===== src/hdl/xibe_pkg.sv =====
// Shared types and constants of the x86-64 instruction byte encoder.
package xibe_pkg;

  localparam int MAX_BYTES = 11;
  localparam int LEN_W     = 4;

  typedef enum logic [4:0] {
    CMD_MOV_IMM    = 5'd0,
    CMD_STORE_SLOT = 5'd1,
    CMD_LOAD_SLOT  = 5'd2,
    CMD_MOV_RR     = 5'd3,
    CMD_ALU_SLOT   = 5'd4,
    CMD_GRP_SLOT   = 5'd5,
    CMD_CALL_SLOT  = 5'd6,
    CMD_CMP_IMM    = 5'd7,
    CMD_SETCC      = 5'd8,
    CMD_PUSH       = 5'd9,
    CMD_POP        = 5'd10,
    CMD_JZ         = 5'd11,
    CMD_JMP        = 5'd12,
    CMD_RET        = 5'd13,
    CMD_LOAD_RAX   = 5'd14,
    CMD_STORE_RAX  = 5'd15,
    CMD_SUB_RSP    = 5'd16
  } cmd_t;

  localparam logic [2:0] ALU_ADD = 3'd0;
  localparam logic [2:0] ALU_SUB = 3'd1;
  localparam logic [2:0] ALU_AND = 3'd2;
  localparam logic [2:0] ALU_OR  = 3'd3;
  localparam logic [2:0] ALU_CMP = 3'd4;

  localparam logic [2:0] GRP_NOT  = 3'd0;
  localparam logic [2:0] GRP_MUL  = 3'd1;
  localparam logic [2:0] GRP_IDIV = 3'd2;
  localparam logic [2:0] GRP_SAR  = 3'd3;
  localparam logic [2:0] GRP_SHL  = 3'd4;
  localparam logic [2:0] GRP_LEA  = 3'd5;

  localparam logic [2:0] CC_EQ = 3'd0;
  localparam logic [2:0] CC_NE = 3'd1;
  localparam logic [2:0] CC_GT = 3'd2;
  localparam logic [2:0] CC_LT = 3'd3;
  localparam logic [2:0] CC_GE = 3'd4;
  localparam logic [2:0] CC_LE = 3'd5;

  localparam logic [7:0] REX_W    = 8'h48;
  localparam logic [7:0] OP_MOVI  = 8'hB8;
  localparam logic [7:0] OP_MOVST = 8'h89;
  localparam logic [7:0] OP_MOVLD = 8'h8B;
  localparam logic [7:0] OP_ESC   = 8'h0F;
  localparam logic [7:0] OP_JZ    = 8'h84;
  localparam logic [7:0] OP_GRP1  = 8'h81;
  localparam logic [7:0] OP_GRP3  = 8'hF7;
  localparam logic [7:0] OP_SHIFT = 8'hD3;
  localparam logic [7:0] OP_LEA   = 8'h8D;
  localparam logic [7:0] OP_GRP5  = 8'hFF;
  localparam logic [7:0] OP_POP   = 8'h8F;
  localparam logic [7:0] OP_JMP   = 8'hE9;
  localparam logic [7:0] OP_RET   = 8'hC3;

  // one fully encoded instruction, byte 0 in the low bits
  typedef struct packed {
    logic [8*MAX_BYTES-1:0] bytes;
    logic [LEN_W-1:0]       len;
    logic                   bad;
  } instr_t;

  typedef struct packed {
    logic full;
    logic empty;
  } q_stat_t;

endpackage


===== src/hdl/xibe_front.sv =====
// Front end: accepts a request and encodes it into a complete instruction.
module xibe_front
  import xibe_pkg::*;
(
  input  logic        in_valid,
  output logic        in_stall,
  input  logic [4:0]  command,
  input  logic [3:0]  first_reg,
  input  logic [3:0]  second_reg,
  input  logic [2:0]  variant,
  input  logic [30:0] slot_offset,
  input  logic [63:0] immediate,
  input  q_stat_t     q_stat,
  output logic        q_push,
  output instr_t      q_instr
);

  logic [7:0]       b [MAX_BYTES];
  logic [LEN_W-1:0] n;
  logic             bad;
  logic [31:0]      disp;
  logic [2:0]       ext;
  logic [7:0]       op;
  logic [31:0]      imm_lo;
  logic [31:0]      imm_hi;

  assign in_stall = q_stat.full;
  assign q_push   = in_valid && !q_stat.full;

  assign disp   = 32'd0 - {1'b0, slot_offset} - 32'd8;
  assign imm_lo = immediate[31:0];
  assign imm_hi = immediate[63:32];

  always_comb begin
    for (int k = 0; k < MAX_BYTES; k++) b[k] = 8'h00;
    n   = '0;
    bad = 1'b0;
    ext = 3'd0;
    op  = 8'h00;

    // operation and ModR/M extension for the table-driven forms
    case (command)
      CMD_ALU_SLOT: begin
        case (variant)
          ALU_ADD: op = 8'h01;
          ALU_SUB: op = 8'h29;
          ALU_AND: op = 8'h21;
          ALU_OR:  op = 8'h09;
          ALU_CMP: op = 8'h39;
          default: bad = 1'b1;
        endcase
      end
      CMD_GRP_SLOT: begin
        case (variant)
          GRP_NOT:  begin op = OP_GRP3;  ext = 3'd2; end
          GRP_MUL:  begin op = OP_GRP3;  ext = 3'd4; end
          GRP_IDIV: begin op = OP_GRP3;  ext = 3'd7; end
          GRP_SAR:  begin op = OP_SHIFT; ext = 3'd7; end
          GRP_SHL:  begin op = OP_SHIFT; ext = 3'd4; end
          GRP_LEA:  begin op = OP_LEA;   ext = 3'd0; end
          default:  bad = 1'b1;
        endcase
      end
      CMD_SETCC: begin
        case (variant)
          CC_EQ:   op = 8'h94;
          CC_NE:   op = 8'h95;
          CC_GT:   op = 8'h9F;
          CC_LT:   op = 8'h9C;
          CC_GE:   op = 8'h9D;
          CC_LE:   op = 8'h9E;
          default: bad = 1'b1;
        endcase
      end
      CMD_STORE_SLOT, CMD_LOAD_SLOT: ext = first_reg[2:0];
      CMD_CALL_SLOT:                 ext = 3'd2;
      CMD_CMP_IMM:                   ext = 3'd7;
      default:                       ext = 3'd0;
    endcase

    case (command)
      CMD_MOV_IMM: begin
        b[0] = REX_W | {7'd0, first_reg[3]};
        b[1] = OP_MOVI | {5'd0, first_reg[2:0]};
        b[2] = imm_lo[7:0];   b[3] = imm_lo[15:8];
        b[4] = imm_lo[23:16]; b[5] = imm_lo[31:24];
        b[6] = imm_hi[7:0];   b[7] = imm_hi[15:8];
        b[8] = imm_hi[23:16]; b[9] = imm_hi[31:24];
        n = LEN_W'(10);
      end
      CMD_STORE_SLOT, CMD_LOAD_SLOT, CMD_ALU_SLOT, CMD_GRP_SLOT, CMD_SETCC,
      CMD_CMP_IMM: begin
        case (command)
          CMD_STORE_SLOT: begin b[0] = REX_W | {5'd0, first_reg[3], 2'd0}; b[1] = OP_MOVST; end
          CMD_LOAD_SLOT:  begin b[0] = REX_W | {5'd0, first_reg[3], 2'd0}; b[1] = OP_MOVLD; end
          CMD_SETCC:      begin b[0] = OP_ESC; b[1] = op; end
          CMD_CMP_IMM:    begin b[0] = REX_W;  b[1] = OP_GRP1; end
          default:        begin b[0] = REX_W;  b[1] = op; end
        endcase
        b[2] = {2'b10, ext, 3'b101};
        b[3] = disp[7:0];   b[4] = disp[15:8];
        b[5] = disp[23:16]; b[6] = disp[31:24];
        b[7] = imm_lo[7:0];   b[8]  = imm_lo[15:8];
        b[9] = imm_lo[23:16]; b[10] = imm_lo[31:24];
        n = (command == CMD_CMP_IMM) ? LEN_W'(11) : LEN_W'(7);
      end
      CMD_MOV_RR: begin
        b[0] = REX_W | {5'd0, second_reg[3], 1'b0, first_reg[3]};
        b[1] = OP_MOVST;
        b[2] = {2'b11, second_reg[2:0], first_reg[2:0]};
        n = LEN_W'(3);
      end
      CMD_CALL_SLOT: begin
        b[0] = OP_GRP5;
        b[1] = {2'b10, ext, 3'b101};
        b[2] = disp[7:0];   b[3] = disp[15:8];
        b[4] = disp[23:16]; b[5] = disp[31:24];
        n = LEN_W'(6);
      end
      CMD_PUSH: begin
        b[0] = REX_W | {7'd0, first_reg[3]};
        b[1] = OP_GRP5;
        b[2] = {2'b11, 3'd6, first_reg[2:0]};
        n = LEN_W'(3);
      end
      CMD_POP: begin
        b[0] = REX_W | {7'd0, first_reg[3]};
        b[1] = OP_POP;
        b[2] = {2'b11, 3'd0, first_reg[2:0]};
        n = LEN_W'(3);
      end
      CMD_JZ: begin
        b[0] = OP_ESC;
        b[1] = OP_JZ;
        b[2] = imm_lo[7:0];   b[3] = imm_lo[15:8];
        b[4] = imm_lo[23:16]; b[5] = imm_lo[31:24];
        n = LEN_W'(6);
      end
      CMD_JMP: begin
        b[0] = OP_JMP;
        b[1] = imm_lo[7:0];   b[2] = imm_lo[15:8];
        b[3] = imm_lo[23:16]; b[4] = imm_lo[31:24];
        n = LEN_W'(5);
      end
      CMD_RET: begin
        b[0] = OP_RET;
        n = LEN_W'(1);
      end
      CMD_LOAD_RAX: begin
        b[0] = REX_W; b[1] = OP_MOVLD; b[2] = 8'h00;
        n = LEN_W'(3);
      end
      CMD_STORE_RAX: begin
        b[0] = REX_W; b[1] = OP_MOVST; b[2] = 8'h38;
        n = LEN_W'(3);
      end
      CMD_SUB_RSP: begin
        b[0] = REX_W; b[1] = OP_GRP1; b[2] = 8'hEC;
        b[3] = imm_lo[7:0];   b[4] = imm_lo[15:8];
        b[5] = imm_lo[23:16]; b[6] = imm_lo[31:24];
        n = LEN_W'(7);
      end
      default: bad = 1'b1;
    endcase

    // rejected request: a single flagged zero byte
    if (bad) begin
      for (int k = 0; k < MAX_BYTES; k++) b[k] = 8'h00;
      n = LEN_W'(1);
    end

    for (int k = 0; k < MAX_BYTES; k++) q_instr.bytes[8*k +: 8] = b[k];
    q_instr.len = n;
    q_instr.bad = bad;
  end

endmodule


===== src/hdl/xibe_queue.sv =====
// Small register FIFO between the encoder front end and the byte sequencer.
module xibe_queue
  import xibe_pkg::*;
#(
  parameter int DEPTH = 2,
  parameter int WIDTH = 8
) (
  input  logic             clk,
  input  logic             rst,
  input  logic             push,
  input  logic [WIDTH-1:0] push_data,
  input  logic             pop,
  output logic [WIDTH-1:0] pop_data,
  output q_stat_t          stat
);

  localparam int AW = (DEPTH > 1) ? $clog2(DEPTH) : 1;
  localparam int CW = $clog2(DEPTH + 1);

  logic [WIDTH-1:0] mem [DEPTH];
  logic [AW-1:0]    wr_ptr;
  logic [AW-1:0]    rd_ptr;
  logic [CW-1:0]    count;

  function automatic logic [AW-1:0] bump(input logic [AW-1:0] p);
    return (p == AW'(DEPTH - 1)) ? '0 : p + AW'(1);
  endfunction

  assign stat.full  = (count == CW'(DEPTH));
  assign stat.empty = (count == '0);
  assign pop_data   = mem[rd_ptr];

  always_ff @(posedge clk) begin
    if (rst) begin
      wr_ptr <= '0;
      rd_ptr <= '0;
      count  <= '0;
    end else begin
      if (push) wr_ptr <= bump(wr_ptr);
      if (pop)  rd_ptr <= bump(rd_ptr);
      if (push && !pop)      count <= count + CW'(1);
      else if (pop && !push) count <= count - CW'(1);
    end
  end

  always_ff @(posedge clk) begin
    if (push) mem[wr_ptr] <= push_data;
  end

endmodule


===== src/hdl/xibe_back.sv =====
// Back end: shifts one encoded instruction out a byte per cycle, unless stalled, into the output register.
module xibe_back
  import xibe_pkg::*;
(
  input  logic       clk,
  input  logic       rst,
  input  logic       q_valid,
  input  instr_t     q_instr,
  output logic       q_pop,
  output logic       out_valid,
  input  logic       out_stall,
  output logic [7:0] code_byte,
  output logic       last_byte,
  output logic       bad_request
);

  logic                   busy;
  logic [8*MAX_BYTES-1:0] sh;
  logic [LEN_W-1:0]       remain;
  logic                   bad;
  logic                   out_adv;
  logic                   at_last;

  assign out_adv = !out_valid || !out_stall;
  assign at_last = (remain == LEN_W'(1));
  // refill on the cycle the last byte moves out, so instructions run gap-free
  assign q_pop   = q_valid && (!busy || (out_adv && at_last));

  always_ff @(posedge clk) begin
    if (rst) begin
      busy      <= 1'b0;
      out_valid <= 1'b0;
    end else begin
      if (out_adv) out_valid <= busy;
      if (q_pop) begin
        busy <= 1'b1;
      end else if (out_adv && busy && at_last) begin
        busy <= 1'b0;
      end
    end
  end

  always_ff @(posedge clk) begin
    if (out_adv && busy) begin
      code_byte   <= sh[7:0];
      last_byte   <= at_last;
      bad_request <= bad;
    end
    if (q_pop) begin
      sh     <= q_instr.bytes;
      remain <= q_instr.len;
      bad    <= q_instr.bad;
    end else if (out_adv && busy) begin
      sh     <= sh >> 8;
      remain <= remain - LEN_W'(1);
    end
  end

endmodule


===== src/hdl/x64_instruction_byte_encoder_unit.sv =====
// Top level of the x86-64 instruction byte encoder.
//
//  channel  dir  handshake            payload
//  in       in   in_valid/in_stall    command first_reg second_reg variant slot_offset immediate
//  out      out  out_valid/out_stall  code_byte last_byte bad_request
//
// An instruction of L bytes (1 to 11) leaves one byte at a time; bytes of consecutive queued
// instructions follow without gaps, one byte per cycle unless out_stall holds them, set by the
// back-end byte shifter. The first byte passes the queue, shifter and output registers.
// The queue holds QUEUE_DEPTH encoded instructions; in_stall rises when it fills.
// Synchronous reset empties the queue and drops any byte in flight.
module x64_instruction_byte_encoder_unit
  import xibe_pkg::*;
#(
  parameter int QUEUE_DEPTH = 2
) (
  input  logic        clk,
  input  logic        rst,
  input  logic        in_valid,
  output logic        in_stall,
  input  logic [4:0]  command,
  input  logic [3:0]  first_reg,
  input  logic [3:0]  second_reg,
  input  logic [2:0]  variant,
  input  logic [30:0] slot_offset,
  input  logic [63:0] immediate,
  output logic        out_valid,
  input  logic        out_stall,
  output logic [7:0]  code_byte,
  output logic        last_byte,
  output logic        bad_request
);

  q_stat_t q_stat;
  logic    q_push;
  logic    q_pop;
  instr_t  push_instr;
  instr_t  pop_instr;

  xibe_front u_front (
    .in_valid    (in_valid),
    .in_stall    (in_stall),
    .command     (command),
    .first_reg   (first_reg),
    .second_reg  (second_reg),
    .variant     (variant),
    .slot_offset (slot_offset),
    .immediate   (immediate),
    .q_stat      (q_stat),
    .q_push      (q_push),
    .q_instr     (push_instr)
  );

  xibe_queue #(
    .DEPTH (QUEUE_DEPTH),
    .WIDTH ($bits(instr_t))
  ) u_queue (
    .clk       (clk),
    .rst       (rst),
    .push      (q_push),
    .push_data (push_instr),
    .pop       (q_pop),
    .pop_data  (pop_instr),
    .stat      (q_stat)
  );

  xibe_back u_back (
    .clk         (clk),
    .rst         (rst),
    .q_valid     (!q_stat.empty),
    .q_instr     (pop_instr),
    .q_pop       (q_pop),
    .out_valid   (out_valid),
    .out_stall   (out_stall),
    .code_byte   (code_byte),
    .last_byte   (last_byte),
    .bad_request (bad_request)
  );

  a_bad_single_zero: assert property (@(posedge clk) disable iff (rst)
    out_valid && bad_request |-> last_byte && code_byte == 8'h00)
    else $error("flagged byte is not a single zero byte");

  a_no_midgap: assert property (@(posedge clk) disable iff (rst)
    out_valid && !out_stall && !last_byte |=> out_valid)
    else $error("gap inside an instruction");

  a_queue_stat: assert property (@(posedge clk) disable iff (rst)
    !(q_stat.full && q_stat.empty))
    else $error("queue both full and empty");

  a_stall_full: assert property (@(posedge clk) disable iff (rst)
    q_stat.empty |-> !in_stall)
    else $error("input stalled while queue empty");

endmodule

===== config.mk =====
export PLATFORM = sky130hd
export DESIGN_NAME = x64_instruction_byte_encoder_unit
export DESIGN_NICKNAME = d
export VERILOG_FILES = /design/src/hdl/xibe_pkg.sv /design/src/hdl/xibe_front.sv /design/src/hdl/xibe_queue.sv /design/src/hdl/xibe_back.sv /design/src/hdl/x64_instruction_byte_encoder_unit.sv
export SDC_FILE = /design/constraint.sdc
export NUM_CORES = 1
export LEC_CHECK = 0
export ABC_AREA = 1
export BUFFER_PORTS_ARGS = -buffer_cell sky130_fd_sc_hd__buf_2
export CORE_UTILIZATION = 45
export DETAILED_ROUTE_END_ITERATION = 6
export PLACE_DENSITY = 0.68
export SETUP_SLACK_MARGIN = 0.15
export SKIP_CTS_REPAIR_TIMING = 1
export SLEW_MARGIN = 5
export SYNTH_ARGS = -nofsm -noshare
export SYNTH_HDL_FRONTEND = slang
export SYNTH_SLANG_ARGS = --single-unit

===== constraint.sdc =====
create_clock -name clk -period 5.2 [get_ports clk]
set_input_delay 1.04 -clock clk [delete_from_list [all_inputs] [get_ports clk]]
set_output_delay 1.04 -clock clk [all_outputs]
set_load 0.02 [all_outputs]

==> run metrics <==
violated checks DRC; Mapped Nets 1615; root buf cell clkbuf_16; Initial Util around 46%; Yosys top cell by area edfxtp_1; clk sinks around 300; final core occ 51.9%; number of global-route vias before repair roughly 11000; initial DRC count about 1500; multi-input logic area 0.00466 mm^2; Post-Synthesis Cells 1496; Post-Syn Area per Cell 9.50 um^2; reg-to-reg slack, setup 2.16 ns; Setup Skew 0.0186 ns; CTS Buffer Depth 3; CTS tree built; count leader, synth nand2_1; EDFF count, synth 289; kind of critical path in -> reg; Syn Std Cell Area about 0.014 mm^2; power per cell area 512 mW/mm^2; Seq/Total Area, Yosys about 62%; combinational power share 28.2%; sequential share of power between 40% and 50%; Lkg Pwr about 6.2 nW; Post-synth top flop edfxtp_1; crit share post-route 59.0%; Layout Nets 1709; switch share 33.6%; critical path arrival 3.35 ns; Worst path slowest cell nand2_2; post-synth top area share roughly three fifths; initial antenna violation count 2; Routed Wire Length 41.1 mm; H-tree Lvls 1; asr flop ratio synth 0%; synth top area cells edfxtp_1 (61%), nand2_1 (13%), nor2_1 (4.9%), a31oi_1 (4.1%), inv_1 (2.7%); Final setup viols 0; area delta synth->final 12.6%; share of layout cells above drive strength 1 12.0%; DR WL/cell just over 20 um; drt via density between 5 and 6; die area 0.0323 mm^2; synth warn 0; Internal 5.44 mW; first-pass GRT wire length 61.9 mm; critical path's largest stage delay 0.71 ns; RSZ-0062 raised after global routing no; critical-path maximum fanout 41; port bufs 126; via count 11340; Detail Placement HPWL 28.7 mm; core area 0.0308 mm^2; switching power between 2 and 3 mW; worst path bufs/invs 5; Placer Congestion 0.988; Setup crit start kind input pin; number of max-cap violations 0; synthesized flop and latch total 296; status complete, but fails checks; fillcell total 2827; clock share of power 23.7%; largest net degree at the start of global routing 129; critical-path cell list buf_2 -> inv_2 -> nand3_1 -> nor2_2 -> inv_2 -> nand2_1 -> nand2_1 -> nand2_2 -> inv_2 -> nand2_1 -> inv_1; post-placement cell area between 0.015 and 0.02 mm^2; Pre-antenna DRT Iters 7; Die Ht 180 um; die width 180 um; register area 0.00882 mm^2; IR drop worst, VDD ~350 uV; Worst slew margin 27.0%; type of the worst min-delay path reg -> reg; Distinct cells, synth 39; final max-slew violation count 0; GR Util All Layers about 25%; drt drc 10; CP delay by family, top simple AND/OR/NAND/NOR gates; Row Count 64; gr ovfl total 0; Crit path required time 5.49 ns; clk_lat worst skew 0.55 ns; ant diodes 0; I/O pin cnt approximately 130; slew at the pin closest to its max-slew limit 1.10 ns; maximum clock frequency 326 MHz; Clock Pin Slew Worst Setup and Hold Paths 0.06 ns; post-route ant nets 0; CP endpoint kind flop; Final TNS setup 0 ns; cts bufs inserted 28; Synth top cells by count nand2_1 (479), edfxtp_1 (289), nor2_1 (184); crit path time final 3.07 ns; Final Hold Fails 0; fin area 0.0160 mm^2
[cell type report]
cell class,instances,share of cell area (%)
clock buffers,40,4.98
flip-flops and latches,296,55.1
well taps,396,3.10
clock inverters,9,0.438
multi-input cells,1020,29.1
repair buffers,136,4.65
inverters,108,2.55
[stage by stage]
stage	power (mW)	hold slack [ns]	worst slack [ns]	cells
after floorplan	5.56	0.400	1.11	1496
after global placement	6.27	0.406	1.70	1956
after detailed placement	6.32	0.408	1.61	1956
after CTS	8.24	0.425	2.15	2005
after global routing	8.63	0.424	1.85	2005
final	8.19	0.422	2.13	2005
[power groups by stage]
stage               combinational, mW  clock [mW]  sequential (mW)
floorplan                        1.58           0             3.98
global route                     2.57        2.05             4.00
global placement                 2.29           0             3.98
CTS                              2.33        1.97             3.95
detailed placement               2.33           0             3.99
finish                           2.31        1.94             3.94
[cells by family (layout without fill, tap and decap cells)]
kind of cell,Yosys count,in the layout,share of synthesized area [%]
AO/OA/AOI/OAI,224,224,9.38
XOR/XNOR,11,11,0.678
flip-flops,296,296,62.1
buffers and inverters,180,293,5.30
adder cells (fa/ha/maj),4,4,0.352
AND/OR/NAND/NOR,781,781,22.2
[sequential cells by signal, indices dropped and copies added (netlist names), named ones only]
register            count
u_queue.mem           186
u_back.sh              88
u_back.code_byte        8
u_back.remain           4
u_queue.count           2
u_back.bad              1
u_back.bad_request      1
u_back.busy             1
u_back.last_byte        1
u_back.out_valid        1
u_queue.rd_ptr          1
u_queue.wr_ptr          1
[placed cells by master, fill, tap and decap left out, types with 2 or more instances in the layout]
cell / netlist / layout
clkinv_1: 0 / 5
nor2_4: 1 / 3
buf_2: 35 / 126
nand4_1: 18 / 18
edfxtp_1: 289 / 289
xor2_1: 6 / 6
dfxtp_1: 7 / 6
nor2_2: 3 / 4
o21ai_1: 1 / 2
buf_12: 0 / 3
a22oi_1: 17 / 17
a211oi_1: 3 / 3
a21oi_1: 70 / 70
and2_1: 2 / 2
o211ai_1: 4 / 4
clkbuf_16: 0 / 29
nor3_1: 16 / 16
ha_1: 4 / 4
clkinv_2: 0 / 2
nand3b_1: 9 / 9
nand3_2: 3 / 3
o21bai_1: 2 / 2
o2111ai_1: 3 / 3
clkbuf_1: 27 / 8
buf_4: 9 / 7
nor2_1: 184 / 181
nand3_1: 62 / 62
o21a_1: 2 / 2
inv_1: 102 / 101
nor4_1: 2 / 2
clkbuf_8: 0 / 3
nand2_1: 479 / 477
a31oi_1: 93 / 93
o21ai_0: 24 / 23
inv_2: 6 / 6
xnor2_1: 5 / 5
[routing by layer]
layer	GRT usage, %	share of wire (%)	wire length (um)	up-vias
li1	-	-	-	5315
met1	36.9	44	18000	5414
met2	38.8	45	18500	539
met3	3.91	9.1	3760	68
met4	6.28	2.1	846	4
met5	0	0.058	24	-
[worst paths after layout]
kind                                    from                            end  depth (start not counted)
setup / recovery                  command[4]   u_queue.mem[1][52]$_DFFE_PP_                         11
hold / removal        u_back.sh[7]$_DFFE_PP_  u_back.code_byte[7]$_DFFE_PP_                          0
setup reg to reg  u_back.remain[1]$_DFFE_PP_        u_back.sh[34]$_DFFE_PP_                         10
hold reg to reg       u_back.sh[7]$_DFFE_PP_  u_back.code_byte[7]$_DFFE_PP_                          0
Power figures use the tool's default switching activity.
